File: src/rtl/shtl_pkg.sv
// shared types and constants for the symbol hash table lookup/insert core
// no dependencies; imported by every module in rtl/
package shtl_pkg;

  localparam int NAME_W          = 64;
  localparam int BYTE_W          = 8;
  localparam int NAME_BYTES      = 8;
  localparam int HASH_W          = 16;
  localparam int SLOT_OUT_W      = 10;
  localparam int OUT_DATA_W      = 16;
  localparam int DEF_TABLE_SLOTS = 1024;

  // table word: valid flag above the stored name
  localparam int ENTRY_W = NAME_W + 1;

  typedef struct packed {
    logic              start;
    logic [HASH_W-1:0] dividend;
  } div_req_t;

  typedef struct packed {
    logic              done;
    logic [HASH_W-1:0] quotient;
    logic [HASH_W-1:0] remainder;
  } div_rsp_t;

endpackage

File: src/rtl/shtl_divider.sv
// constant divider by reciprocal multiplication: quotient registered first, remainder next
// depends on shtl_pkg (div_req_t, div_rsp_t, HASH_W)
module shtl_divider #(
  parameter int DIVISOR = shtl_pkg::DEF_TABLE_SLOTS
) (
  input  logic               clk,
  input  logic               rst,
  input  shtl_pkg::div_req_t req,
  output shtl_pkg::div_rsp_t rsp
);
  import shtl_pkg::*;

  // quotient = (dividend * RECIP) >> SHIFT, exact for every HASH_W-bit dividend
  localparam int     DIV_LOG = $clog2(DIVISOR);
  localparam int     SHIFT   = HASH_W + DIV_LOG;
  localparam int     RECIP_W = HASH_W + 1;
  localparam int     PROD_W  = HASH_W + RECIP_W;
  localparam longint RECIP_L = ((longint'(1) << SHIFT) + DIVISOR - 1) / DIVISOR;
  localparam logic [RECIP_W-1:0] RECIP = RECIP_W'(RECIP_L);
  localparam logic [HASH_W-1:0]  DIV_C = HASH_W'(DIVISOR);

  logic              phase2;     // quotient registered, remainder due next edge
  logic              done;
  logic [HASH_W-1:0] dividend;
  logic [HASH_W-1:0] quot;
  logic [HASH_W-1:0] rem;
  logic [PROD_W-1:0] prod;
  logic [HASH_W-1:0] quot_next;
  logic [HASH_W-1:0] back;       // quotient times divisor, never above the dividend

  assign prod      = PROD_W'(req.dividend) * PROD_W'(RECIP);
  assign quot_next = HASH_W'(prod >> SHIFT);
  assign back      = quot * DIV_C;

  always_ff @(posedge clk) begin
    if (rst) begin
      phase2 <= 1'b0;
      done   <= 1'b0;
    end else begin
      done   <= phase2;
      phase2 <= req.start;
      if (req.start) begin
        dividend <= req.dividend;
        quot     <= quot_next;
      end
      if (phase2) begin
        rem <= dividend - back;
      end
    end
  end

  assign rsp.done      = done;
  assign rsp.quotient  = quot;
  assign rsp.remainder = rem;

endmodule

File: config.mk
export PLATFORM = sky130hd
export DESIGN_NAME = shtl_divider
export DESIGN_NICKNAME = d
export VERILOG_FILES = /design/src/rtl/shtl_pkg.sv /design/src/rtl/shtl_divider.sv
export SDC_FILE = /design/constraint.sdc
export NUM_CORES = 1
export LEC_CHECK = 0
export BUFFER_PORTS_ARGS = -buffer_cell sky130_fd_sc_hd__buf_2
export CORE_ASPECT_RATIO = 0.9
export CORE_MARGIN = 2
export CORE_UTILIZATION = 23
export CTS_BUF_LIST = sky130_fd_sc_hd__clkbuf_4 sky130_fd_sc_hd__clkbuf_8 sky130_fd_sc_hd__clkbuf_16
export CTS_CLUSTER_SIZE = 10
export DETAILED_ROUTE_END_ITERATION = 16
export GPL_TIMING_DRIVEN = 0
export PLACE_DENSITY = 0.53
export SETUP_SLACK_MARGIN = 0.15
export SLEW_MARGIN = 0
export SYNTH_ARGS = -nofsm -noshare
export SYNTH_HDL_FRONTEND = slang
export SYNTH_SLANG_ARGS = --single-unit
File: constraint.sdc
create_clock -name clk -period 1.7 [get_ports clk]
set_input_delay 0.085 -clock clk [delete_from_list [all_inputs] [get_ports clk]]
set_output_delay 0.085 -clock clk [all_outputs]
set_load 0.05 [all_outputs]
==> metrics.md <==
| Metric | Value |
|---|---|
| Outcome | `completed` |
| Share of power burned in registers | `51.5%` |
| Total GRT Usage | `under 10%` |
| Clk pwr share | `32.8%` |
| Clock edge transition at the registers on the reported setup and hold paths | `about 0.090 ns` |
| Hold Path Depth | `2` |
| Critical Path Sink Type | `flop` |
| Worst slew pin tran | `between 0.8 and 0.9 ns` |
| Critical path depth | `1` |
| Crit-path max FO | `10` |
| Initial Utilization | `between 20% and 30%` |
| Sw Ratio | `23.0%` |
| Hold_buf cts | `18` |
| Design area | `around 1600 um2` |
| Startpoint types | `flop` |
| First-pass GRT wire length | `about 2300 um` |
| Reg area | `821 um2` |
| Post-route ant nets | `0` |
| Share of layout cells above drive strength 1 | `49.2%` |
| Multi-input logic area | `a little under 90 um2` |
| R2R setup slack | `around 0.34 ns` |
| Critical Path, Cell by Cell | `nor2b_1` |
| # port buffers | `35` |
| Pint | `between 1 and 1.5 mW` |
| Clk sink count | `28` |
| Sequential element share of the synthesized area | `around four fifths` |
| Clk_skew | `0.00356 ns` |
| Hold EP | `phase2` |
| Die Span Y | `67.2 um` |
| Synth-to-layout area growth | `54.8%` |
| Core Rows | `22` |
| Post-CTS Resized | `0` |
| Logic pwr share | `15.7%` |
| Synth Area per Inst | `around 18 um2` |
| Largest net degree at the start of global routing | `17` |
| Switching power | `0.355 mW` |
| Crit path max-delay family | `simple AND/OR/NAND/NOR gates` |
| Antenna Cells | `0` |
| Final Cycle Share | `around four fifths` |
| Postcts setup bufs | `0` |
| Netlist cell types | `5` |
| R2r endpoint | `rem[1]` |
| CP arrival | `roughly 1.3 ns` |
| Met2 Usage GRT | `11.4%` |
| Cell taking the most area after synthesis | `edfxtp_1` |
| Worst path bufs/invs | `0` |
| Final setup fails | `0` |
| Total global routing overflow | `0` |
| Drt first pass iters | `2` |
| YS warnings | `0` |
| HP Class | `input port to flop` |
| Hold Slack | `0.0429 ns` |
| Max clock buf depth | `2` |
| Most frequent cells in the layout | `buf_2, edfxtp_1, buf_4, dlygate4sd3_1, conb_1` |
| Final nets | `148` |
| Die width | `about 74 um` |
| Peak VDD IR | `between 0.4 and 0.5 mV` |
| HP Start | `req[16]` |
| Critical Path RT | `1.61 ns` |
| Slowest-stage cell, CP | `nor2b_1` |
| Reg-to-Reg Start | `phase2` |
| GPL Wtd Cong | `around 0.60` |
| Die area | `~5000 um2` |
| Commonest non-fill, non-tap cell in the layout | `buf_2` |
| Initial antenna violation count | `0` |
| Final Non-Filler Cells | `about 190` |
| Clock Root Buffer | `clkbuf_8` |
| Critical Path Max Stage Delay | `~0.67 ns` |
| Post-Syn Area | `1020 um2` |
| Leakage power | `0.692 nW` |
| RSZ-0062 raised after global routing | `no` |
| MaxCap Viol Count | `0` |
| Met1 Usage GRT | `under 10%` |
| Vias in the first global route | `522` |
| Reg2Reg Depth | `1` |
| I/O pins | `52` |
| Yosys reg bits | `28` |
| Setup TNS | `0 ns` |
| DR vias/cell | `between 3 and 4` |
| Residual DRC | `0` |
| Core area | `about 4200 um2` |
| CTS tree | `yes` |
| Per-cell routed wire length | `slightly below 9 um` |
| Worst Path Class, Setup | `flop to flop` |
| Rel. slew slack | `about 44%` |
| Gr busiest metal | `met2` |
| Fmax | `734 MHz` |
| Mapped Cells | `between 50 and 60` |
| Fin. Hold Viols | `0` |
| Initial DRC Count | `6` |
| DP Area | `about 1300 um2` |
| Top-area cell type share of the netlist area | `76.4%` |
| PD cells | `approximately 1000 nW/um2` |
| CTS H-tree lvls | `1` |
| Met3 usage | `approximately 2.7%` |
| Vias after detailed routing | `roughly 590` |
| CTS Buf Count | `3` |
| Synth top area cells | `edfxtp_1, buf_4, dfxtp_1, nor2b_1, conb_1` |
| Fin crit period | `about 1.4 ns` |
| Post-Route WL | `1630 um` |
| Clk Latency, worst-skew pair | `roughly 0.27 ns` |
| Placed Cells | `approximately 170` |
| # fillers | `around 420` |
| Pins over their slew limit | `0` |
[registers in the layout, summed over array words and instances (netlist names)]
| signal | flops |
|---|---|
| dividend | 16 |
| rem | 10 |
| phase2 | 1 |
| done | 1 |
[cells by family after synthesis]
logic type | Yosys count | share of synthesized area (%)
other cells | 1 | 0.367
flops | 28 | 80.3
buf+inv | 23 | 16.9
simple gates | 4 | 2.45
[through the flow]
step           power (mW)  worst slack [ns]  util (%)
6_report             1.55             0.337      37.8
5_1_grt              1.60             0.250      37.8
4_1_cts              1.57             0.314      37.8
3_5_place_dp         1.02            0.0166      31.8
3_3_place_gp         1.02             0.124      31.8
2_1_floorplan       0.984             0.460         -
[power by group through the flow]
| stage | Sequential, mW | Combinational, mW | Clock (mW) |
|---|---|---|---|
| floorplan | 0.816 | 0.168 | 0 |
| global placement | 0.811 | 0.207 | 0 |
| detailed placement | 0.813 | 0.210 | 0 |
| CTS | 0.798 | 0.242 | 0.525 |
| global route | 0.799 | 0.256 | 0.548 |
| finish | 0.796 | 0.243 | 0.507 |
[synth_stat cells]
cell type / n
buf_4: 23
conb_1: 1
dfxtp_1: 2
edfxtp_1: 26
nor2b_1: 4
[worst max path at each step]
| stage | startpoint | end |
|---|---|---|
| after floorplan | req[16] | dividend[0] |
| after global placement | rst | dividend[9] |
| after detailed placement | rst | dividend[2] |
| after CTS | phase2 | rem[9] |
| after global routing | phase2 | rem[1] |
| final | phase2 | rem[1] |
[final cells by class]
class / count / share of cell area, %
Clock inverter: 1 / 1.90
Multi-Input combinational cell: 20 / 5.53
Buffer: 23 / 10.9
Sequential cell: 28 / 51.9
Clock buffer: 3 / 2.61
Timing Repair Buffer: 53 / 22.5
Tap cell: 60 / 4.74
[layer usage]
metal	routed length, um	part of all wire (%)
met3	90	5.5
met4	20	1.2
met2	937	58
met1	581	36
met5	0	0
Note: power is estimated with default switching activity, not from simulation.
